[config.mk]
export PLATFORM = sky130hd
export DESIGN_NAME = fogb_div
export DESIGN_NICKNAME = d
export VERILOG_FILES = /design/src/fogb_pkg.sv /design/src/fogb_div.sv
export SDC_FILE = /design/constraint.sdc
export NUM_CORES = 1
export LEC_CHECK = 0
export BUFFER_PORTS_ARGS = -buffer_cell sky130_fd_sc_hd__buf_2
export CORE_ASPECT_RATIO = 0.7
export CORE_MARGIN = 3
export CORE_UTILIZATION = 47
export CTS_CLUSTER_SIZE = 8
export DETAILED_ROUTE_END_ITERATION = 7
export PLACE_DENSITY = 0.71
export SYNTH_ARGS = -nofsm -noshare
export SYNTH_HDL_FRONTEND = slang
export SYNTH_SLANG_ARGS = --single-unit
export TNS_END_PERCENT = 30
[constraint.sdc]
create_clock -name clk_i -period 11.7 [get_ports clk_i]
set_clock_uncertainty 0.15 [all_clocks]
set_input_delay 0.585 -clock clk_i [delete_from_list [all_inputs] [get_ports clk_i]]
set_output_delay 0.585 -clock clk_i [all_outputs]
set_load 0.005 [all_outputs]
[src/fogb_pkg.sv]
`default_nettype none
// ----------------------------------------------------------------------------
// fogb_pkg
// Shared types and constants for the vertex distance fog blend pipeline.
// ----------------------------------------------------------------------------
package fogb_pkg;

  localparam int unsigned FracBits  = 8;
  localparam int unsigned FullScale = 256;
  localparam int unsigned QuoBits   = FracBits + 1;
  localparam logic [7:0]  ChanKeep  = 8'hF8;

  // reset values of the derived distance terms
  localparam logic [31:0] Near2Reset = 32'd1562500;
  localparam logic [31:0] Far2Reset  = 32'd351562500;
  localparam logic [23:0] DivReset   = 24'd1373291;

  typedef enum logic [1:0] {
    RegionNear  = 2'd0,
    RegionBlend = 2'd1,
    RegionFar   = 2'd2
  } fogb_region_e;

  typedef enum logic [2:0] {
    CfgFogColor  = 3'd0,
    CfgNearDist  = 3'd1,
    CfgFarDist   = 3'd2,
    CfgAlphaGain = 3'd3,
    CfgCamX      = 3'd4,
    CfgCamY      = 3'd5,
    CfgCamZ      = 3'd6
  } fogb_cfg_idx_e;

  typedef struct packed {
    logic [7:0] red;
    logic [7:0] green;
    logic [7:0] blue;
    logic       eob;
  } fogb_side_t;

  typedef struct packed {
    logic [31:0]        rem;
    logic [QuoBits-1:0] quo;
    fogb_region_e       region;
    fogb_side_t         side;
  } fogb_div_t;

endpackage
`default_nettype wire

[src/fogb_div.sv]
`default_nettype none
// ----------------------------------------------------------------------------
// fogb_div
// Pipelined restoring divider for the blend factor, three quotient bits per
// stage. The dividend is below 512 times the divisor in the blend region.
// ----------------------------------------------------------------------------
module fogb_div import fogb_pkg::*; (
  input  wire logic        clk_i,
  input  wire logic        rst_ni,
  input  wire logic        in_valid_i,
  output logic             in_ready_o,
  input  wire fogb_div_t   in_data_i,
  input  wire logic [23:0] div_i,
  output logic             out_valid_o,
  input  wire logic        out_ready_i,
  output fogb_div_t        out_data_o
);

  localparam int BitsPerStage = 3;
  localparam int NumStages    = QuoBits / BitsPerStage;

  logic [NumStages-1:0] valid_q;
  logic [NumStages:0]   ready;
  fogb_div_t            data_q [NumStages];
  fogb_div_t            data_d [NumStages];

  assign ready[NumStages] = out_ready_i;

  for (genvar s = 0; s < NumStages; s++) begin : g_stage
    fogb_div_t src;

    assign ready[s] = !valid_q[s] || ready[s+1];

    if (s == 0) begin : g_first
      assign src = in_data_i;
    end else begin : g_next
      assign src = data_q[s-1];
    end

    always_comb begin
      logic [3:0]  idx;
      logic [32:0] shdiv;
      data_d[s] = src;
      for (int j = 0; j < BitsPerStage; j++) begin
        idx   = 4'(QuoBits - 1 - s * BitsPerStage - j);
        shdiv = 33'(div_i) << idx;
        if ({1'b0, data_d[s].rem} >= shdiv) begin
          data_d[s].rem      = data_d[s].rem - shdiv[31:0];
          data_d[s].quo[idx] = 1'b1;
        end
      end
    end

    always_ff @(posedge clk_i) begin
      if (ready[s]) begin
        data_q[s] <= data_d[s];
      end
    end
  end

  always_ff @(posedge clk_i or negedge rst_ni) begin
    if (!rst_ni) begin
      valid_q <= '0;
    end else begin
      if (ready[0]) valid_q[0] <= in_valid_i;
      for (int k = 1; k < NumStages; k++) begin
        if (ready[k]) valid_q[k] <= valid_q[k-1];
      end
    end
  end

  assign in_ready_o  = ready[0];
  assign out_valid_o = valid_q[NumStages-1];
  assign out_data_o  = data_q[NumStages-1];

endmodule
`default_nettype wire

==> impl_results.md <==
* Largest net degree at the start of global routing at 63
* Grt ovf at 0
* CTS buffer count at 30
* Initial cell density of the core at 47.8%
* First-pass GRT wire length at 99800 um
* Worst min path class: in2reg
* Utilization after layout at 52.6%
* Register area share after synthesis at around 29%
* GR peak layer: met1
* Grt met2 use at a little under two fifths
* WP data required at roughly 12 ns
* Filler instances at 4015
* I/O pins at 166
* Final-report hold violation count at 0
* Status: finished, final reports clean
* Post-route antenna net violation count at 0
* Syn nets at 2611
* CTS tree: done
* Final setup viols at 0
* Max Clock Freq at slightly above 90 MHz
* Most frequent CP cell: o21ai_0
* Clock Sinks at 207
* Largest stage delay, worst path at 0.60 ns
* Cts repair resizes at 0
* Final Max Slew Viols at 0
* Worst Path Arrival at 10.86 ns
* Nets at 2746
* Worst Max-Slew Pin Slew at about 1.1 ns
* Depth of the CTS H-tree at 1
* Antenna violations before repair at 2
* Max cap viols at 0
* Root Buffer Master: clkbuf_16
* Layout area overhead at 9.95%
* Routability cong. at between 0.9 and 1
* Port bufs at 165
* DP Area at 0.0221 mm^2
* FF+latch count, synth at 207
* Startpoint Class: register
* EDFF count, synth at just over 200
* Total of warnings raised by yosys at 0
* CP Class: reg2reg
* CP max-delay cell: o21ai_0
* Buffers and inverters on the worst path at 1
* Tcrit/Tclk final at approximately nine tenths
* Endpoint class of the critical path: register
* Setup_tns at 0 ns
* Critical path peak fanout at between 40 and 50
* Share of cells above drive strength 1 at 16.2%
* Rows at 64
* GRT met3 Usage at 6.11%
* Clk slew on worst S/H paths at 0.05 ns
* Synthesized area at 0.0210 mm^2
* Overall Global Routing Usage at 27.0%
* Die height at 183 um
* Via count at 18.4k
* Via/cell ratio at 6.10
* Wirelength per Cell at 21.6 um
* Syn Inst Count at 2290
* Initial DRT Pass Iterations at 6
* Die Width at 259 um
* Main synth FF type: edfxtp_1
* RSZ-0062 raised after global routing: no
* Routing usage on met1 at 41.1%
* Worst reg2reg setup slack at 0.99 ns
* Iteration-0 DRC Markers at 1973
* Clock Latency Late Sink at 0.60 ns
* Min Tclk post-route at 10.71 ns
* Clock Path Buffers at 3
* Die Area at 0.0474 mm^2
* Vias in the first global route at approximately 17k
* Relative slew slack at a little over a quarter
* Asr flop ratio synth at 1.45%
* Synthesized area per cell at ~9 um^2
* Final WL at 65400 um
* Post-route cell area at 0.0231 mm^2
* Residual DRC count at 0
* Cell family with most CP delay: compound AO/OA/AOI/OAI gates
* Post-synthesis cell type count at 100
* Hold_ws at 0.0327 ns
* Final HPWL from detailed placement at between 50000 and 60000 um
* Core Region at 0.0440 mm^2
[sequential cells by signal, summed over array words and instances (netlist names)]
name     cells
valid_q      3
data_q     204
[synthesized netlist by cell type, types with 11 or more instances]
cell	count	area share, %
mux2_4	12	0.86
ha_1	216	13
or3_1	17	0.51
a31oi_1	26	0.77
o21ai_0	157	3.7
mux2_2	81	4.3
mux2i_1	16	0.76
nand3_1	28	0.67
o31ai_1	21	0.75
or2_2	12	0.36
nor4_1	16	0.48
and2_1	11	0.33
mux2_1	13	0.70
buf_4	75	2.7
buf_2	22	0.52
o211ai_1	11	0.39
clkbuf_1	15	0.27
a211oi_1	11	0.39
nand4_1	47	1.4
o21a_1	32	1.1
inv_1	93	1.7
nor2_1	154	2.7
o21bai_1	24	0.86
o21ai_1	18	0.43
and4_1	11	0.46
edfxtp_1	204	29
a21oi_1	200	4.8
nor2b_1	35	1.0
nand2_1	169	3.0
xnor2_1	117	4.9
a21o_1	82	2.9
xor2_1	68	2.8
and3_1	18	0.54
nand2b_1	59	1.8
nor3_1	32	0.76
[metrics by stage]
stage                     instances  setup slack (ns)
after global routing           3022             0.369
after floorplan                2290              1.79
after CTS                      3022              1.31
after detailed placement       2964             0.740
after global placement         2964              1.00
final                          3024             0.989
[layout by cell type (no fill, tap or decap), types with 58 or more instances in the layout]
master,count
a21oi_1,200
mux2_2,81
xor2_1,68
o21ai_0,157
nand2b_1,58
a21o_1,82
edfxtp_1,204
inv_1,93
nor2_1,154
nand2_1,169
xnor2_1,117
buf_2,165
ha_1,216
[final cells by class]
type / instances / area [um^2] / share of cell area, %
Sequential cell: 207 / 6200 / 26.8
Inverter: 93 / 349 / 1.51
Antenna cell: 2 / 5.00 / 0.0216
Clock buffer: 31 / 754 / 3.26
Tap cell: 594 / 743 / 3.21
Timing Repair Buffer: 227 / 1350 / 5.83
Clock inverter: 4 / 43.8 / 0.189
Multi-Input combinational cell: 1866 / 13700 / 59.2
[per-layer routing]
metal | up-vias | routed length (um) | part of all wire (%)
li1 | 8759 | - | -
met1 | 8691 | 30500 | 47
met2 | 872 | 25900 | 40
met3 | 118 | 6980 | 11
met4 | 2 | 2080 | 3.2
met5 | - | 13 | 0.020
[final timing paths]
kind	to	depth (start not counted)	startpoint
min in group asynchronous	valid_q[0]$_DFFE_PN0P_	2	rst_ni
worst min register to register	data_q[0][160]$_DFFE_PP_	0	data_q[0][92]$_DFFE_PP_
worst min-delay path	data_q[0][11]$_DFFE_PP_	1	in_data_i[11]
max in group asynchronous	valid_q[2]$_DFFE_PN0P_	2	rst_ni
worst max register to register	data_q[0][182]$_DFFE_PP_	31	data_q[0][129]$_DFFE_PP_
worst max-delay path	data_q[0][182]$_DFFE_PP_	31	data_q[0][129]$_DFFE_PP_
[cells by family (layout without fill, tap and decap cells)]
group / Yosys count / in the layout / synth area share [%]
muxes: 123 / 123 / 6.72
adders and majority gates: 225 / 225 / 13.7
other: 0 / 2 / 0
DFF: 207 / 207 / 29.5
and+or+nand+nor: 650 / 650 / 16.1
buffers and inverters: 217 / 355 / 5.57
xor gates and xnor gates: 185 / 185 / 7.70
AOI/OAI and AO/OA: 683 / 683 / 20.7
[repair_timing]
item | in CTS | in global routing
hold buffers | 23 | 0
hold endpoints to repair | 25 | 0
setup buffers | 0 | 0
Power is left out: the tool's default activity adds up to more than one toggle a clock period on the data nets, which glitch-free logic cannot reach.
