--- config.mk ---
export PLATFORM = sky130hd
export DESIGN_NAME = fogb_dist
export DESIGN_NICKNAME = d
export VERILOG_FILES = /design/src/fogb_pkg.sv /design/src/fogb_dist.sv
export SDC_FILE = /design/constraint.sdc
export NUM_CORES = 2
export LEC_CHECK = 0
export BUFFER_PORTS_ARGS = -buffer_cell sky130_fd_sc_hd__buf_2
export CORE_MARGIN = 1
export CORE_UTILIZATION = 58
export DETAILED_ROUTE_END_ITERATION = 6
export GPL_ROUTABILITY_DRIVEN = 0
export PLACE_DENSITY = 0.81
export SYNTH_ARGS = -nofsm -noshare
export SYNTH_HDL_FRONTEND = slang
export SYNTH_SLANG_ARGS = --single-unit
--- constraint.sdc ---
create_clock -name clk_i -period 7.85 [get_ports clk_i]
set_input_delay 0.785 -clock clk_i [delete_from_list [all_inputs] [get_ports clk_i]]
set_output_delay 0.785 -clock clk_i [all_outputs]
set_load 0.02 [all_outputs]
--- src/fogb_pkg.sv ---
`default_nettype none
// ----------------------------------------------------------------------------
// fogb_pkg
// Shared types and constants for the vertex distance fog blend pipeline.
// ----------------------------------------------------------------------------
package fogb_pkg;

  localparam int unsigned FracBits  = 8;
  localparam int unsigned FullScale = 256;
  localparam int unsigned QuoBits   = FracBits + 1;
  localparam logic [7:0]  ChanKeep  = 8'hF8;

  // reset values of the derived distance terms
  localparam logic [31:0] Near2Reset = 32'd1562500;
  localparam logic [31:0] Far2Reset  = 32'd351562500;
  localparam logic [23:0] DivReset   = 24'd1373291;

  typedef enum logic [1:0] {
    RegionNear  = 2'd0,
    RegionBlend = 2'd1,
    RegionFar   = 2'd2
  } fogb_region_e;

  typedef enum logic [2:0] {
    CfgFogColor  = 3'd0,
    CfgNearDist  = 3'd1,
    CfgFarDist   = 3'd2,
    CfgAlphaGain = 3'd3,
    CfgCamX      = 3'd4,
    CfgCamY      = 3'd5,
    CfgCamZ      = 3'd6
  } fogb_cfg_idx_e;

  typedef struct packed {
    logic [7:0] red;
    logic [7:0] green;
    logic [7:0] blue;
    logic       eob;
  } fogb_side_t;

  typedef struct packed {
    logic [31:0]        rem;
    logic [QuoBits-1:0] quo;
    fogb_region_e       region;
    fogb_side_t         side;
  } fogb_div_t;

endpackage
`default_nettype wire

--- src/fogb_dist.sv ---
`default_nettype none
// ----------------------------------------------------------------------------
// fogb_dist
// Four-stage squared distance front end: capture, per-axis squares, sum minus
// near squared, then region classification.
// ----------------------------------------------------------------------------
module fogb_dist import fogb_pkg::*; (
  input  wire logic               clk_i,
  input  wire logic               rst_ni,
  input  wire logic               in_valid_i,
  output logic                    in_ready_o,
  input  wire logic signed [15:0] vert_x_i,
  input  wire logic signed [15:0] vert_y_i,
  input  wire logic signed [15:0] vert_z_i,
  input  wire fogb_side_t         side_i,
  input  wire logic signed [15:0] cam_x_i,
  input  wire logic signed [15:0] cam_y_i,
  input  wire logic signed [15:0] cam_z_i,
  input  wire logic [31:0]        near2_i,
  input  wire logic [31:0]        far2_i,
  output logic                    out_valid_o,
  input  wire logic               out_ready_i,
  output fogb_div_t               out_data_o
);

  localparam int NumStages = 4;

  logic [NumStages-1:0] valid_q;
  logic [NumStages:0]   ready;

  logic signed [15:0] vx_q, vy_q, vz_q;
  fogb_side_t         side_a_q, side_b_q, side_c_q;
  logic signed [15:0] dx, dy, dz;
  logic signed [31:0] sqx_d, sqy_d, sqz_d;
  logic signed [31:0] sqx_q, sqy_q, sqz_q;
  logic [31:0]        sum_d, sum_q;
  fogb_div_t          out_d, out_q;

  assign ready[NumStages] = out_ready_i;
  for (genvar k = 0; k < NumStages; k++) begin : g_ready
    assign ready[k] = !valid_q[k] || ready[k+1];
  end

  always_ff @(posedge clk_i or negedge rst_ni) begin
    if (!rst_ni) begin
      valid_q <= '0;
    end else begin
      if (ready[0]) valid_q[0] <= in_valid_i;
      for (int k = 1; k < NumStages; k++) begin
        if (ready[k]) valid_q[k] <= valid_q[k-1];
      end
    end
  end

  // stage A: capture, keep top five bits of each channel
  always_ff @(posedge clk_i) begin
    if (ready[0]) begin
      vx_q           <= vert_x_i;
      vy_q           <= vert_y_i;
      vz_q           <= vert_z_i;
      side_a_q.red   <= side_i.red & ChanKeep;
      side_a_q.green <= side_i.green & ChanKeep;
      side_a_q.blue  <= side_i.blue & ChanKeep;
      side_a_q.eob   <= side_i.eob;
    end
  end

  // stage B: wrapped differences squared
  always_comb begin
    dx    = cam_x_i - vx_q;
    dy    = cam_y_i - vy_q;
    dz    = cam_z_i - vz_q;
    sqx_d = dx * dx;
    sqy_d = dy * dy;
    sqz_d = dz * dz;
  end

  always_ff @(posedge clk_i) begin
    if (ready[1]) begin
      sqx_q    <= sqx_d;
      sqy_q    <= sqy_d;
      sqz_q    <= sqz_d;
      side_b_q <= side_a_q;
    end
  end

  // stage C: sum minus near squared, 32-bit wrap
  assign sum_d = 32'(sqx_q) + 32'(sqy_q) + 32'(sqz_q) - near2_i;

  always_ff @(posedge clk_i) begin
    if (ready[2]) begin
      sum_q    <= sum_d;
      side_c_q <= side_b_q;
    end
  end

  // stage D: classify
  always_comb begin
    out_d.rem  = sum_q;
    out_d.quo  = '0;
    out_d.side = side_c_q;
    if (sum_q[31]) begin
      out_d.region = RegionNear;
    end else if (sum_q > far2_i) begin
      out_d.region = RegionFar;
    end else begin
      out_d.region = RegionBlend;
    end
  end

  always_ff @(posedge clk_i) begin
    if (ready[3]) begin
      out_q <= out_d;
    end
  end

  assign in_ready_o  = ready[0];
  assign out_valid_o = valid_q[NumStages-1];
  assign out_data_o  = out_q;

endmodule
`default_nettype wire

==> results.md <==
Timing:
- The shortest clock period the worst path allows after layout is 8270 ps.
- The clock skew is 22.1 ps.
- Setup repair after global routing could not meet its margin everywhere.
- The number of pins exceeding their max-slew limit in the final report is 0.
- Timing would allow up to 121 MHz.
- The number of hold violations in the final report is 0.
- The remaining max-slew budget at the tightest pin is 18.8%.
- The number of failing setup endpoints in the final timing report is 25.
- The worst hold slack after final layout is 378 ps.
- The measured slew at the worst slew-check pin is 1210 ps.
- Dividing the final minimum period by the clock period gives 105%.
- The setup slack after layout is -417 ps.
- After routing, the total negative slack on setup checks comes to -3950 ps.

Floorplanning:
- In this run the count of I/O pins placed on the die edge is 259.
- The core region is 69900 sq um.
- The initialized floorplan defines 97 standard-cell rows.
- The die span in x is 268 microns.
- The die outline height is 268 microns.
- The initial utilization of the core area, before any placement, comes to 58.6%.
- The floorplan step defined a die boundary enclosing 71700 sq um.

Synthesis:
- Yosys mapped a number of flops with a built-in enable equal to 271.
- In the synthesized netlist, the number of instances is 4056.
- The flip-flop and latch count after synthesis is 275.
- The largest total area in the synthesized netlist belongs to sky130_fd_sc_hd__fa_1.
- For this run, the leading register cell type out of synthesis is sky130_fd_sc_hd__edfxtp_1.
- Yosys printed 0 warnings.
- The commonest cells after synthesis are sky130_fd_sc_hd__inv_1, sky130_fd_sc_hd__fa_1, sky130_fd_sc_hd__ha_1.
- The portion of synthesized cell area occupied by the leading cell type is 37.1%.
- In the synthesized netlist the async set-or-reset flop fraction comes to 1.45%.
- The cell area after technology mapping is 41000 sq um.
- By area the synthesized netlist is led by sky130_fd_sc_hd__fa_1, sky130_fd_sc_hd__edfxtp_1, sky130_fd_sc_hd__ha_1.
- After synthesis, the mean cell area works out to 10.1 sq um.
- The most common cell in the synthesized netlist is sky130_fd_sc_hd__inv_1.
- Yosys mapped the design onto 72 distinct sky130hd cell types.
- The part of the Yosys area used for sequential elements is 20.1%.

Critical path:
- For this design, the slowest cell found on the critical path is sky130_fd_sc_hd__fa_1.
- Across all register-to-register paths, the minimum setup slack is -420 ps.
- The critical register-to-register path endpoint is sqx_q[31].
- The number of buffers and inverters on the critical path is 8.
- The endpoint required time on the critical path is 8170 ps.
- The critical path crosses 34 cells after its start point.
- The critical path in this run is classified as reg -> reg.
- The number of cells on the worst reg-to-reg path is 34.
- The critical path data arrival time is 8580 ps.
- In this run the worst path has a maximum fanout of 7.
- In this run the critical register-to-register path is launched from vx_q[0].
- The worst setup path is launched from a flop.
- The worst setup path is captured at a flop.
- The cell occurring most often along the worst timing path is sky130_fd_sc_hd__fa_1.
- In this design, the largest share of critical-path delay is due to adder cells.
- In this design, the stage delay of the slowest critical-path cell is 570 ps.

Global routing:
- The number of antenna violations at the first check in global routing is 7.
- The global route total overflow is 0.
- The total global-route track usage is 29.0%.
- The via count of the first global-routing pass was 33300.
- The global-route wire length before repair is 162000 microns.
- The pin count of the biggest net entering global routing is 79.

Outcome:
- The checks that failed: DRC, setup timing.
- The flow ran to the end, but the final reports show violations.

Detailed routing:
- The number of detailed-route iterations in the first pass is 7.
- The number of DRC violations after detailed-routing iteration 0 is 2561.
- After detailed routing, the average wire length per cell comes to 18.6 microns.
- For this block, the routed nets add up to 108000 microns of wire.
- Once detail routing completed, the nets flagged for antenna violations numbered 0.
- Dividing the detail-routed via count by the number of cells gives 5.46.
- The number of design rule violations left after detail routing is 4.
- Across all layers, the routed design uses 31700 vias.

Min path:
- The path with the worst hold slack has its endpoint at vx_q[0].
- Counting instances, the worst hold path has a depth of 1.
- The class of the tightest hold or removal check is in -> reg.
- In this run the most critical hold path is launched from vert_x_i[0].

Finish:
- From synthesis to final layout, the design area changed by 22.5%.
- The fraction of final layout cells sized beyond drive strength 1 is 24.0%.
- The count of nets after finishing is 6158.
- The number of fillers in the final layout is 4382.

Clock tree:
- The tree is rooted in a sky130_fd_sc_hd__clkbuf_16.
- The clock slew seen by the registers of the worst setup and hold paths is 70 ps.
- Buffers inserted during clock tree synthesis total 36.
- TritonCTS built the clock tree.
- The tree built by TritonCTS fans out to 275 sinks.
- The longest clock path from root to sink contains 3 buffers.
- The count of H-tree levels built during CTS is 2.
- The later pin in the worst-skew pair is clocked with a latency of 580 ps.

Job:
- The number of maximum-capacitance violations is 0.

Place:
- The HPWL after detailed placement is 83300 microns.
- During placement, the flow inserted port buffers numbering 231.
cell families after synthesis:
family | after synthesis | synth area share (%)
buffers and inverters | 1259 | 11.8
XOR/XNOR | 191 | 4.10
adder cells (fa/ha/maj) | 1133 | 48.5
other | 1 | 0.00915
AND/OR/NAND/NOR | 758 | 8.31
flip-flops | 275 | 20.1
AO/OA/AOI/OAI | 430 | 6.96
multiplexers | 9 | 0.220
layout by cell type, fill, tap and decap left out, types with 11 or more instances in the layout:
master and n:
sky130_fd_sc_hd__inv_1 1122, sky130_fd_sc_hd__fa_1 731, sky130_fd_sc_hd__buf_4 540, sky130_fd_sc_hd__ha_1 344, sky130_fd_sc_hd__edfxtp_1 271, sky130_fd_sc_hd__nor2_1 247
sky130_fd_sc_hd__nand2_1 233, sky130_fd_sc_hd__buf_2 231, sky130_fd_sc_hd__xnor2_1 115, sky130_fd_sc_hd__a21oi_1 99, sky130_fd_sc_hd__a21o_1 82, sky130_fd_sc_hd__xor2_1 49
sky130_fd_sc_hd__inv_2 42, sky130_fd_sc_hd__o21ai_0 40, sky130_fd_sc_hd__clkbuf_16 36, sky130_fd_sc_hd__nand2b_1 31, sky130_fd_sc_hd__and2_1 29, sky130_fd_sc_hd__nand3_1 29
sky130_fd_sc_hd__fa_2 29, sky130_fd_sc_hd__a21oi_2 27, sky130_fd_sc_hd__nor3_1 27, sky130_fd_sc_hd__buf_6 27, sky130_fd_sc_hd__ha_4 26, sky130_fd_sc_hd__o21a_1 24
sky130_fd_sc_hd__o21bai_1 20, sky130_fd_sc_hd__nor2b_1 19, sky130_fd_sc_hd__conb_1 19, sky130_fd_sc_hd__a31oi_1 17, sky130_fd_sc_hd__xnor2_2 17, sky130_fd_sc_hd__and3_1 17
sky130_fd_sc_hd__nand4_1 15, sky130_fd_sc_hd__a211oi_1 13, sky130_fd_sc_hd__nand2_2 13, sky130_fd_sc_hd__o21ai_2 12, sky130_fd_sc_hd__nor2_4 12, sky130_fd_sc_hd__clkinv_1 11
stage by stage:
step	setup WS (ps)	utilization (%)	cell area, sq um	cells
6_report	-417	71.8	50200	5808
5_1_grt	-656	71.8	50200	5807
4_1_cts	-172	70.0	49000	5769
3_5_place_dp	-894	67.6	47300	5681
3_3_place_gp	-750	67.6	47300	5681
2_1_floorplan	-586	-	41500	4074
flip-flops by register name, indices dropped and copies added (netlist names):
name        count
vz_q           16
out_data_o     50
vx_q           16
sqx_q          31
sqy_q          31
out_d          16
side_a_q       16
sqz_q          31
side_b_q       16
vy_q           16
sum_q          32
valid_q         4
per-layer routing:
metal  wire length [microns]  up-vias  GRT usage [%]  share of wire (%)
met3                    8810      454           5.48                8.1
met5                      60        -              0              0.055
met4                    5660        8           11.7                5.2
met1                   39300    15700           35.2                 36
li1                        -    14000              -                  -
met2                   54400     1547           50.8                 50
timing repair:
item / CTS / global route
resized for setup: 82 / 232
hold buffers: 1 / 0
setup buffers: 21 / 40
endpoints found under the hold margin: 4 / 0
endpoints found under the setup margin: 26 / 37
pin swaps: 77 / 166
how the worst max path moves through the flow:
stage | startpoint | end | slack (ps)
after floorplan | cam_x_i[0] | sqx_q[31] | -590
after global placement | cam_x_i[0] | sqx_q[30] | -750
after detailed placement | cam_z_i[0] | sqz_q[30] | -890
after CTS | vx_q[0] | sqx_q[30] | -170
after global routing | vx_q[0] | sqx_q[31] | -660
final | vx_q[0] | sqx_q[31] | -420
worst register-to-register path: cells and delay by family (launching register included):
family	cells	cell delay [ps]
AND/OR/NAND/NOR	3	400
AO/OA/AOI/OAI	12	2360
XOR/XNOR	2	230
adder cells (fa/ha/maj)	9	3770
flip-flops	1	390
buffers and inverters	8	850
layout make-up:
cell class	instances	area, sq um	area share, %
Inverter	1180	4490	8.94
Tap cell	940	1180	2.34
Multi-Input combinational cell	2540	29500	58.8
Sequential cell	275	8240	16.4
Antenna cell	4	10.0	0.0199
Clock buffer	44	931	1.85
Clock inverter	22	225	0.449
Timing Repair Buffer	803	5600	11.2
Power is not shown: default switching activity piles up to over one toggle a cycle in this logic, so the estimate is an artifact.
