[src/fogb_pkg.sv]
`default_nettype none
// ----------------------------------------------------------------------------
// fogb_pkg
// Shared types and constants for the vertex distance fog blend pipeline.
// ----------------------------------------------------------------------------
package fogb_pkg;

  localparam int unsigned FracBits  = 8;
  localparam int unsigned FullScale = 256;
  localparam int unsigned QuoBits   = FracBits + 1;
  localparam logic [7:0]  ChanKeep  = 8'hF8;

  // reset values of the derived distance terms
  localparam logic [31:0] Near2Reset = 32'd1562500;
  localparam logic [31:0] Far2Reset  = 32'd351562500;
  localparam logic [23:0] DivReset   = 24'd1373291;

  typedef enum logic [1:0] {
    RegionNear  = 2'd0,
    RegionBlend = 2'd1,
    RegionFar   = 2'd2
  } fogb_region_e;

  typedef enum logic [2:0] {
    CfgFogColor  = 3'd0,
    CfgNearDist  = 3'd1,
    CfgFarDist   = 3'd2,
    CfgAlphaGain = 3'd3,
    CfgCamX      = 3'd4,
    CfgCamY      = 3'd5,
    CfgCamZ      = 3'd6
  } fogb_cfg_idx_e;

  typedef struct packed {
    logic [7:0] red;
    logic [7:0] green;
    logic [7:0] blue;
    logic       eob;
  } fogb_side_t;

  typedef struct packed {
    logic [31:0]        rem;
    logic [QuoBits-1:0] quo;
    fogb_region_e       region;
    fogb_side_t         side;
  } fogb_div_t;

endpackage
`default_nettype wire

[src/fogb_blend.sv]
`default_nettype none
// ----------------------------------------------------------------------------
// fogb_blend
// Two-stage back end: clamp factor and form channel and alpha products, then
// scale alpha by the gain and select the per-region result.
// ----------------------------------------------------------------------------
module fogb_blend import fogb_pkg::*; (
  input  wire logic        clk_i,
  input  wire logic        rst_ni,
  input  wire logic        in_valid_i,
  output logic             in_ready_o,
  input  wire fogb_div_t   in_data_i,
  input  wire logic [23:0] fog_color_i,
  input  wire logic [8:0]  alpha_gain_i,
  output logic             out_valid_o,
  input  wire logic        out_ready_i,
  output logic [7:0]       out_red_o,
  output logic [7:0]       out_green_o,
  output logic [7:0]       out_blue_o,
  output logic [7:0]       out_alpha_o,
  output logic [1:0]       fog_region_o,
  output logic             batch_done_o
);

  logic [1:0] valid_q;
  logic [2:0] ready;

  logic [7:0]  fog_r, fog_g, fog_b;
  logic [8:0]  f, inv;
  logic [16:0] mix_r, mix_g, mix_b;
  logic [17:0] isq;

  fogb_region_e region_q;
  fogb_side_t   side_q;
  logic [7:0]   mix_r_q, mix_g_q, mix_b_q;
  logic [8:0]   invsq_q;

  logic [17:0] ag;
  logic [7:0]  alpha_blend, gain_sat;
  logic [7:0]  red_d, green_d, blue_d, alpha_d;
  logic [7:0]  red_q, green_q, blue_q, alpha_q;
  logic [1:0]  region_oq;
  logic        eob_q;

  assign ready[2] = out_ready_i;
  assign ready[1] = !valid_q[1] || ready[2];
  assign ready[0] = !valid_q[0] || ready[1];

  always_ff @(posedge clk_i or negedge rst_ni) begin
    if (!rst_ni) begin
      valid_q <= '0;
    end else begin
      if (ready[0]) valid_q[0] <= in_valid_i;
      if (ready[1]) valid_q[1] <= valid_q[0];
    end
  end

  assign fog_r = fog_color_i[23:16];
  assign fog_g = fog_color_i[15:8];
  assign fog_b = fog_color_i[7:0];

  // stage P: factor clamp and products
  always_comb begin
    f     = (in_data_i.quo > 9'(FullScale)) ? 9'(FullScale) : in_data_i.quo;
    inv   = 9'(FullScale) - f;
    mix_r = 17'(in_data_i.side.red) * 17'(inv) + 17'(fog_r) * 17'(f);
    mix_g = 17'(in_data_i.side.green) * 17'(inv) + 17'(fog_g) * 17'(f);
    mix_b = 17'(in_data_i.side.blue) * 17'(inv) + 17'(fog_b) * 17'(f);
    isq   = 18'(inv) * 18'(inv);
  end

  always_ff @(posedge clk_i) begin
    if (ready[0]) begin
      region_q <= in_data_i.region;
      side_q   <= in_data_i.side;
      mix_r_q  <= mix_r[15:8];
      mix_g_q  <= mix_g[15:8];
      mix_b_q  <= mix_b[15:8];
      invsq_q  <= isq[16:8];
    end
  end

  // stage O: alpha scaling and region select
  always_comb begin
    ag          = 18'(invsq_q) * 18'(alpha_gain_i);
    alpha_blend = (ag[17:16] != 2'b00) ? 8'hFF : ag[15:8];
    gain_sat    = alpha_gain_i[8] ? 8'hFF : alpha_gain_i[7:0];
    case (region_q)
      RegionNear: begin
        red_d   = side_q.red;
        green_d = side_q.green;
        blue_d  = side_q.blue;
        alpha_d = gain_sat;
      end
      RegionFar: begin
        red_d   = fog_r;
        green_d = fog_g;
        blue_d  = fog_b;
        alpha_d = 8'd0;
      end
      default: begin
        red_d   = mix_r_q;
        green_d = mix_g_q;
        blue_d  = mix_b_q;
        alpha_d = alpha_blend;
      end
    endcase
  end

  always_ff @(posedge clk_i) begin
    if (ready[1]) begin
      red_q     <= red_d;
      green_q   <= green_d;
      blue_q    <= blue_d;
      alpha_q   <= alpha_d;
      region_oq <= region_q;
      eob_q     <= side_q.eob;
    end
  end

  assign in_ready_o   = ready[0];
  assign out_valid_o  = valid_q[1];
  assign out_red_o    = red_q;
  assign out_green_o  = green_q;
  assign out_blue_o   = blue_q;
  assign out_alpha_o  = alpha_q;
  assign fog_region_o = region_oq;
  assign batch_done_o = eob_q;

endmodule
`default_nettype wire

[config.mk]
export PLATFORM = sky130hd
export DESIGN_NAME = fogb_blend
export DESIGN_NICKNAME = d
export VERILOG_FILES = /design/src/fogb_pkg.sv /design/src/fogb_blend.sv
export SDC_FILE = /design/constraint.sdc
export NUM_CORES = 1
export LEC_CHECK = 0
export ABC_AREA = 1
export BUFFER_PORTS_ARGS = -buffer_cell sky130_fd_sc_hd__buf_2
export CAP_MARGIN = 15
export CORE_ASPECT_RATIO = 1.75
export CORE_UTILIZATION = 40
export CTS_CLUSTER_SIZE = 20
export DETAILED_ROUTE_END_ITERATION = 10
export PLACE_DENSITY = 0.62
export SLEW_MARGIN = 10
export SYNTH_ARGS = -nofsm -noshare
export SYNTH_HDL_FRONTEND = slang
export SYNTH_SLANG_ARGS = --single-unit
[constraint.sdc]
create_clock -name clk_i -period 12.2 [get_ports clk_i]
set_input_delay 1.83 -clock clk_i [delete_from_list [all_inputs] [get_ports clk_i]]
set_output_delay 1.83 -clock clk_i [all_outputs]
set_load 0.01 [all_outputs]
==> run metrics, run 1 <==
H-tree depth 3; post-synthesis cell area 21890 sq um; first-pass GRT wire length 100800 um; Num Clock Sinks 97; WL/cell 18.53 um; Netlist cell types 43; critical path's slowest cell nand2_1; top cells by area, synth fa_1 (37%), ha_1 (14%), edfxtp_1 (13%); mux share of post-synthesis cell area 0%; HP Start side_q[0]; # setup viols final 0; main combinational cell family by area after synthesis adder cells; number of global-route vias before repair 19541; Hold Path Class reg2reg; Initial DRC Count 999; WP buf/inv 9; final worst-path cycle share 77.97%; num rows 113; post_cts resized 0; Tot GR Track Use 24.13%; Seq/Total Area, Yosys 13.26%; async set-reset flop share out of synthesis 2.062%; Setup TNS 0 ns; Largest stage delay, worst path 0.67 ns; Core Area 54150 sq um; Setup Crit Path Kind in2reg; CP Capture Type register; Synth Area in Adders 50.18%; io pins 142; final WL 63620 um; Max FO, Critical Path 32; max-cap violation count 0; status finished clean; Initial Util 40.43%; GRT overflow 0; Synth Area in XOR/XNOR 1.560%; HPWL after DPL 51910 um; final hold violations 0; Area Overhead vs Synth 7.219%; Top delay family on crit path adder cells; top post-synthesis cells by count inv_1 (696), nand2_1 (563), fa_1 (400); CP dominant cell by count nand2_1; clock latency on the worst-skew pair 0.39 ns; slew at the pin closest to its max-slew limit 0.9903 ns; min Tclk post-route 9.513 ns; largest net degree at the start of global routing 63; most common cell in the netlist inv_1; initial antenna violation count 4; GPL Wtd Cong 0.9171; Worst Path Required 12.36 ns; vias per cell 5.175; port bufs 109; yosys warns 0; maximum clock rate 105.1 MHz; cts bufs inserted 9; Hold Slack 0.4259 ns; final design utilization 43.34%; CP arrival 9.67 ns; DR pass1 iterations 6; height of the die 311.5 um; EDFF count, synth 95; RSZ-0062 raised after global routing false; Post-CTS Setup Repair Bufs 0; share of the synthesized area in the top cell type 36.58%; Syn Area/Cell 8.190 sq um; Nets 3481; post-synthesis sequential element count 97; Synth Area in Simple Gates 17.45%; Mapped Cells 2673; # DRC 0; worst setup margin 2.687 ns; Clock Skews 0.01658 ns; Synth Area in Compound Gates 4.001%; Critical Path Source Type input port; Clock Path Buffers 2; hold buffers post-CTS 0; leading area contributor after synthesis fa_1; main flop type after synthesis edfxtp_1; Die X-Extent 178.8 um; relative slew slack 33.98%; crit path from in_data_i[35]; Clk pin slew, worst setup/hold paths 0.09 ns; die area 55700 sq um; CTS tree yes; CTS Root Cell clkbuf_16; RR Startpoint invsq_q[7]; max-slew violations 0; Place WS 2.360 ns; layout cells sized above 1 6.015%; via count 17770; ANT nets after route 0; number of fill cells in the layout 5405; syn_nets 3416
[final timing paths]
check                                 end  slack [ns]  cells past startpoint
hold reg to reg              batch_done_o        0.43                      0
hold / removal               batch_done_o        0.43                      0
setup / recovery               mix_b_q[7]        2.69                     27
min in group asynchronous      valid_q[0]        1.22                      1
max in group asynchronous      valid_q[1]       10.89                      1
setup reg to reg           out_alpha_o[6]        7.37                     17
[cell families after synthesis]
kind of cell,Yosys count
flip-flops,97
adder cells (fa/ha/maj),638
AO/OA/AOI/OAI,146
buffers and inverters,782
AND/OR/NAND/NOR,971
XOR/XNOR,39
[sequential cells by signal, summed over array words and instances, names as in the netlist]
name / count
side_q: 25
invsq_q: 9
mix_b_q: 8
mix_g_q: 8
mix_r_q: 8
out_alpha_o: 8
out_blue_o: 8
out_green_o: 8
out_red_o: 8
fog_region_o: 2
region_q: 2
valid_q: 2
batch_done_o: 1
[worst register-to-register path, delay by kind of cell, from the launching register on]
kind	cells	cell delay, ns
fa+ha+maj	5	2.36
compound gates	3	0.79
simple gates	6	0.73
flops	1	0.59
buf+inv	3	0.14
[area by class of cell]
type	instances	area, sq um	share of cell area [%]
multi-input combinational	1794	16040	68.35
sequential	97	2903	12.37
inverter	707	2654	11.31
tap	690	863.3	3.678
timing repair buffer	129	695.7	2.964
clock buffer	9	225.2	0.9595
clock inverter	7	85.08	0.3625
antenna	1	2.502	0.01066
[layer usage]
layer	share of wire [%]	vias up	wire length, um	track usage, %
met1	34	8854	21480	25.14
met5	0.031	-	20	0
li1	-	8016	-	-
met4	6.8	4	4343	15.33
met3	5.8	229	3674	2.940
met2	54	667	34100	44.60
[stage by stage]
step,instances,instance area (sq um)
final,3434,23470
after global routing,3434,23470
after CTS,3433,23470
after detailed placement,3417,23160
after global placement,3417,23160
after floorplan,2673,21890
[cell usage in the layout (no fill, tap or decap), types with 2 or more instances in the layout]
cell type	Yosys	layout
nor3_1	7	7
dfrtp_1	2	2
o21ai_1	3	3
xor2_1	23	23
clkbuf_16	0	9
buf_4	3	20
nor3b_1	2	2
and2_1	2	2
inv_1	696	696
a211oi_1	6	6
nand3_1	60	59
nand3b_1	9	9
o21ai_0	39	39
nand2_2	2	3
inv_8	0	2
clkinv_1	3	3
a22oi_1	11	11
buf_2	9	109
o21bai_1	2	2
xnor2_1	16	16
nand4_1	5	5
ha_1	238	238
nor4_1	4	4
nor2_2	3	5
nor2_1	310	308
nand2b_1	3	3
edfxtp_1	95	95
a21o_1	13	13
inv_2	8	8
clkinvlp_4	0	2
fa_1	400	400
nand2_1	563	562
a21oi_1	47	47
o211ai_1	13	13
a31oi_1	5	5
Power of run 1 is left out: the tool's default activity adds up to more than one toggle a clock period on the data nets, which glitch-free logic cannot reach.
==> run 2, diff against run 1 <==
--- a/config.mk
+++ b/config.mk
@@ -5,7 +5,7 @@
 export SDC_FILE = /design/constraint.sdc
 export NUM_CORES = 1
 export LEC_CHECK = 0
-export ABC_AREA = 1
+export ABC_AREA = 0
 export BUFFER_PORTS_ARGS = -buffer_cell sky130_fd_sc_hd__buf_2
 export CAP_MARGIN = 15
 export CORE_ASPECT_RATIO = 1.75
==> constraint.sdc (replaced) <==
create_clock -name clk_i -period 9.8 [get_ports clk_i]
set_input_delay 1.47 -clock clk_i [delete_from_list [all_inputs] [get_ports clk_i]]
set_output_delay 1.47 -clock clk_i [all_outputs]
set_load 0.01 [all_outputs]
==> run 2 against run 1 <==
Against the previous run:
- routed wire length down 16%
- global-route usage fell by 3.3 points
- synthesized cell count fell by 15%
- final area down 1.2%
- sequential cell count is the same
- critical path depth decreased by 5
- critical endpoint is now mix_r_q[7]
- largest cell class unchanged
==> run metrics, run 2 <==
status finished clean; cts bufs inserted 9 (unchanged); post_cts resized 0 (unchanged); # setup viols final 0 (unchanged); Setup Crit Path Kind in2reg; biggest regs side_q (25), invsq_q (9); hold buffers post-CTS 0 (unchanged); number of fill cells in the layout 5169 (-4.4%); Syn Area/Cell 9.511 sq um (+16%); CTS Root Cell clkbuf_16; share of the synthesized area in the top cell type 37.11% (+0.53 points); Core Area 53250 sq um (-1.7%); GRT met2 Usage 40.92% (-3.7 points); Clock Path Buffers 2 (unchanged); crit-path cells buf_2 -> nor2b_2 -> inv_1 -> ha_1 -> nand2b_1 -> o41ai_4 -> buf_4 -> nand2_1 -> fa_1 -> fa_1 -> inv_1 -> fa_1 -> fa_1 -> fa_1 -> inv_1 -> fa_1 -> inv_1 -> ha_1 -> nor3_1 -> a2111oi_4 -> o31ai_1 -> nor3b_1; Netlist cell types 64 (+49%); final worst-path cycle share 84.27%; Area Overhead vs Synth 7.503%; syn_nets 3012 (-12%); GRT overflow 0 (unchanged); clock latency on the worst-skew pair 0.40 ns (about the same); post-synthesis cell area 21580 sq um (-1.4%); max-cap violation count 0 (unchanged); Clock Skews 0.01623 ns (-0.0003519 ns); EDFF count, synth 95 (unchanged); num rows 112 (-0.88%); Die X-Extent 177.6 um (-0.70%); async set-reset flop share out of synthesis 2.062% (unchanged); Post-CTS Setup Repair Bufs 0 (unchanged); post-synthesis sequential element count 97 (unchanged); HPWL after DPL 42340 um (-18%); yosys warns 0 (unchanged); total power 8.636 mW; initial antenna violation count 1 (-3); final WL 53220 um (-16%); met1 Track Usage GR 21.84% (-3.3 points); slack of the worst reg-to-reg path 4.91 ns (-2.46 ns); largest net degree at the start of global routing 62 (-1.6%); Top delay family on crit path adder cells; min Tclk post-route 8.258 ns; Nets 3062 (-12%); Most Used Layer, Global Route met2; vias per cell 5.052 (-2.4%); io pins 142 (unchanged); die area 54920 sq um (-1.4%); Largest stage delay, worst path 0.62 ns (-0.05 ns); Seq/Total Area, Yosys 13.45% (+0.19 points); Initial Util 40.52% (+0.098 points); Critical Path Source Type input port; first-pass GRT wire length 86910 um (-14%); WL/cell 17.69 um (-4.5%); top cells by area, synth fa_1 (37%), ha_1 (14%), edfxtp_1 (13%); height of the die 309.3 um (-0.71%); CTS tree yes; DR pass1 iterations 5 (-1); CP dominant cell by count fa_1; top post-synthesis cells by count inv_1 (522), fa_1 (400), nand2_1 (271); port bufs 109 (unchanged); Setup TNS 0 ns (unchanged); Max FO, Critical Path 14 (-56%); WP buf/inv 6 (-3); layout cells sized above 1 8.133% (+2.1 points); most frequent cells in the layout inv_1 (522), fa_1 (400), nand2_1 (271), and2_1 (261), ha_1 (238); Clk pin slew, worst setup/hold paths 0.09 ns (about the same); most common cell in the netlist inv_1; relative slew slack 41.06% (+7.1 points); max-slew violations 0 (unchanged); main flop type after synthesis edfxtp_1; commonest non-fill, non-tap cell in the layout inv_1; critical path's slowest cell nor3_1; Tot GR Track Use 20.83% (-3.3 points); Peak supply drop 0.4925 mV; number of global-route vias before repair 17003 (-13%); flip-flop count of the largest register after layout 25 (unchanged); ANT nets after route 0 (unchanged); Power Density 372.3 nW/um^2; RSZ-0062 raised after global routing false; final hold violations 0 (unchanged); via count 15200 (-14%); Initial DRC Count 660 (-34%); slew at the pin closest to its max-slew limit 0.8841 ns (-0.1061 ns); Biggest register side_q; final design utilization 43.56% (+0.22 points); leading area contributor after synthesis fa_1; Leakage 11.75 nW; H-tree depth 3 (unchanged); Mapped Cells 2269 (-15%); placed cell count 2992 (-12%); GPL Wtd Cong 0.8580 (-6.4%); Num Clock Sinks 97 (unchanged); CP Capture Type register; # DRC 0 (unchanged); met3 Use GR 1.998% (-0.94 points); Layout Cells excl Fill 3009 (-12%); Worst Path Required 9.96 ns (-2.40 ns); CP arrival 8.41 ns (-1.26 ns); maximum clock rate 121.1 MHz; Hold Path Class reg2reg
## run 2: cell families (layout without fill, tap and decap cells)
family / after synthesis / in the layout / synth area share, %
buf+inv: 623 / 678 / 10.94
other cells: 0 / 1 / 0
flops: 97 / 97 / 13.45
fa+ha+maj: 638 / 638 / 50.91
mux: 25 / 25 / 1.165
xor+xnor: 63 / 63 / 2.783
simple gates: 713 / 713 / 16.83
compound gates: 110 / 110 / 3.931
## run 2: area by class of cell
cell class | count | area [sq um] | area share, %
diodes | 1 | 2.502 | 0.01079
clock buffers | 9 | 225.2 | 0.9708
multi-input cells | 1549 | 16370 | 70.57
inverters | 523 | 1963 | 8.462
flip-flops and latches | 97 | 2903 | 12.51
clock inverters | 7 | 93.84 | 0.4045
repair buffers | 139 | 783.3 | 3.376
well taps | 684 | 855.8 | 3.689
## run 2: final timing paths
path,startpoint,endpoint,cells past startpoint
max,in_data_i[35],mix_r_q[7],22
min,side_q[0],batch_done_o,0
max reg2reg,invsq_q[6],out_alpha_o[2],14
min reg2reg,side_q[0],batch_done_o,0
max in group asynchronous,rst_ni,valid_q[1],1
min in group asynchronous,rst_ni,valid_q[0],1
## run 2: power breakdown
part	leakage, nW	internal (mW)	switching, mW
logic	10.6	3.17	4.08
clock network	0.153	0.205	0.204
registers	0.986	0.892	0.0794
## run 2: routing by layer
| layer | share of wire (%) | up-vias |
|---|---|---|
| met5 | 0.017 | - |
| met4 | 3.9 | 2 |
| met3 | 2.6 | 126 |
| met2 | 57 | 307 |
| met1 | 36 | 7850 |
| li1 | - | 6915 |
## run 2: metrics by stage
stage,instance area (sq um),setup slack [ns],hold WS [ns]
finish,23200,1.542,0.4378
global route,23200,1.198,0.4384
CTS,23200,1.519,0.4375
detailed placement,22880,1.114,0.4156
global placement,22880,1.261,0.4110
floorplan,21580,1.626,0.4003
Power figures use the tool's default switching activity.
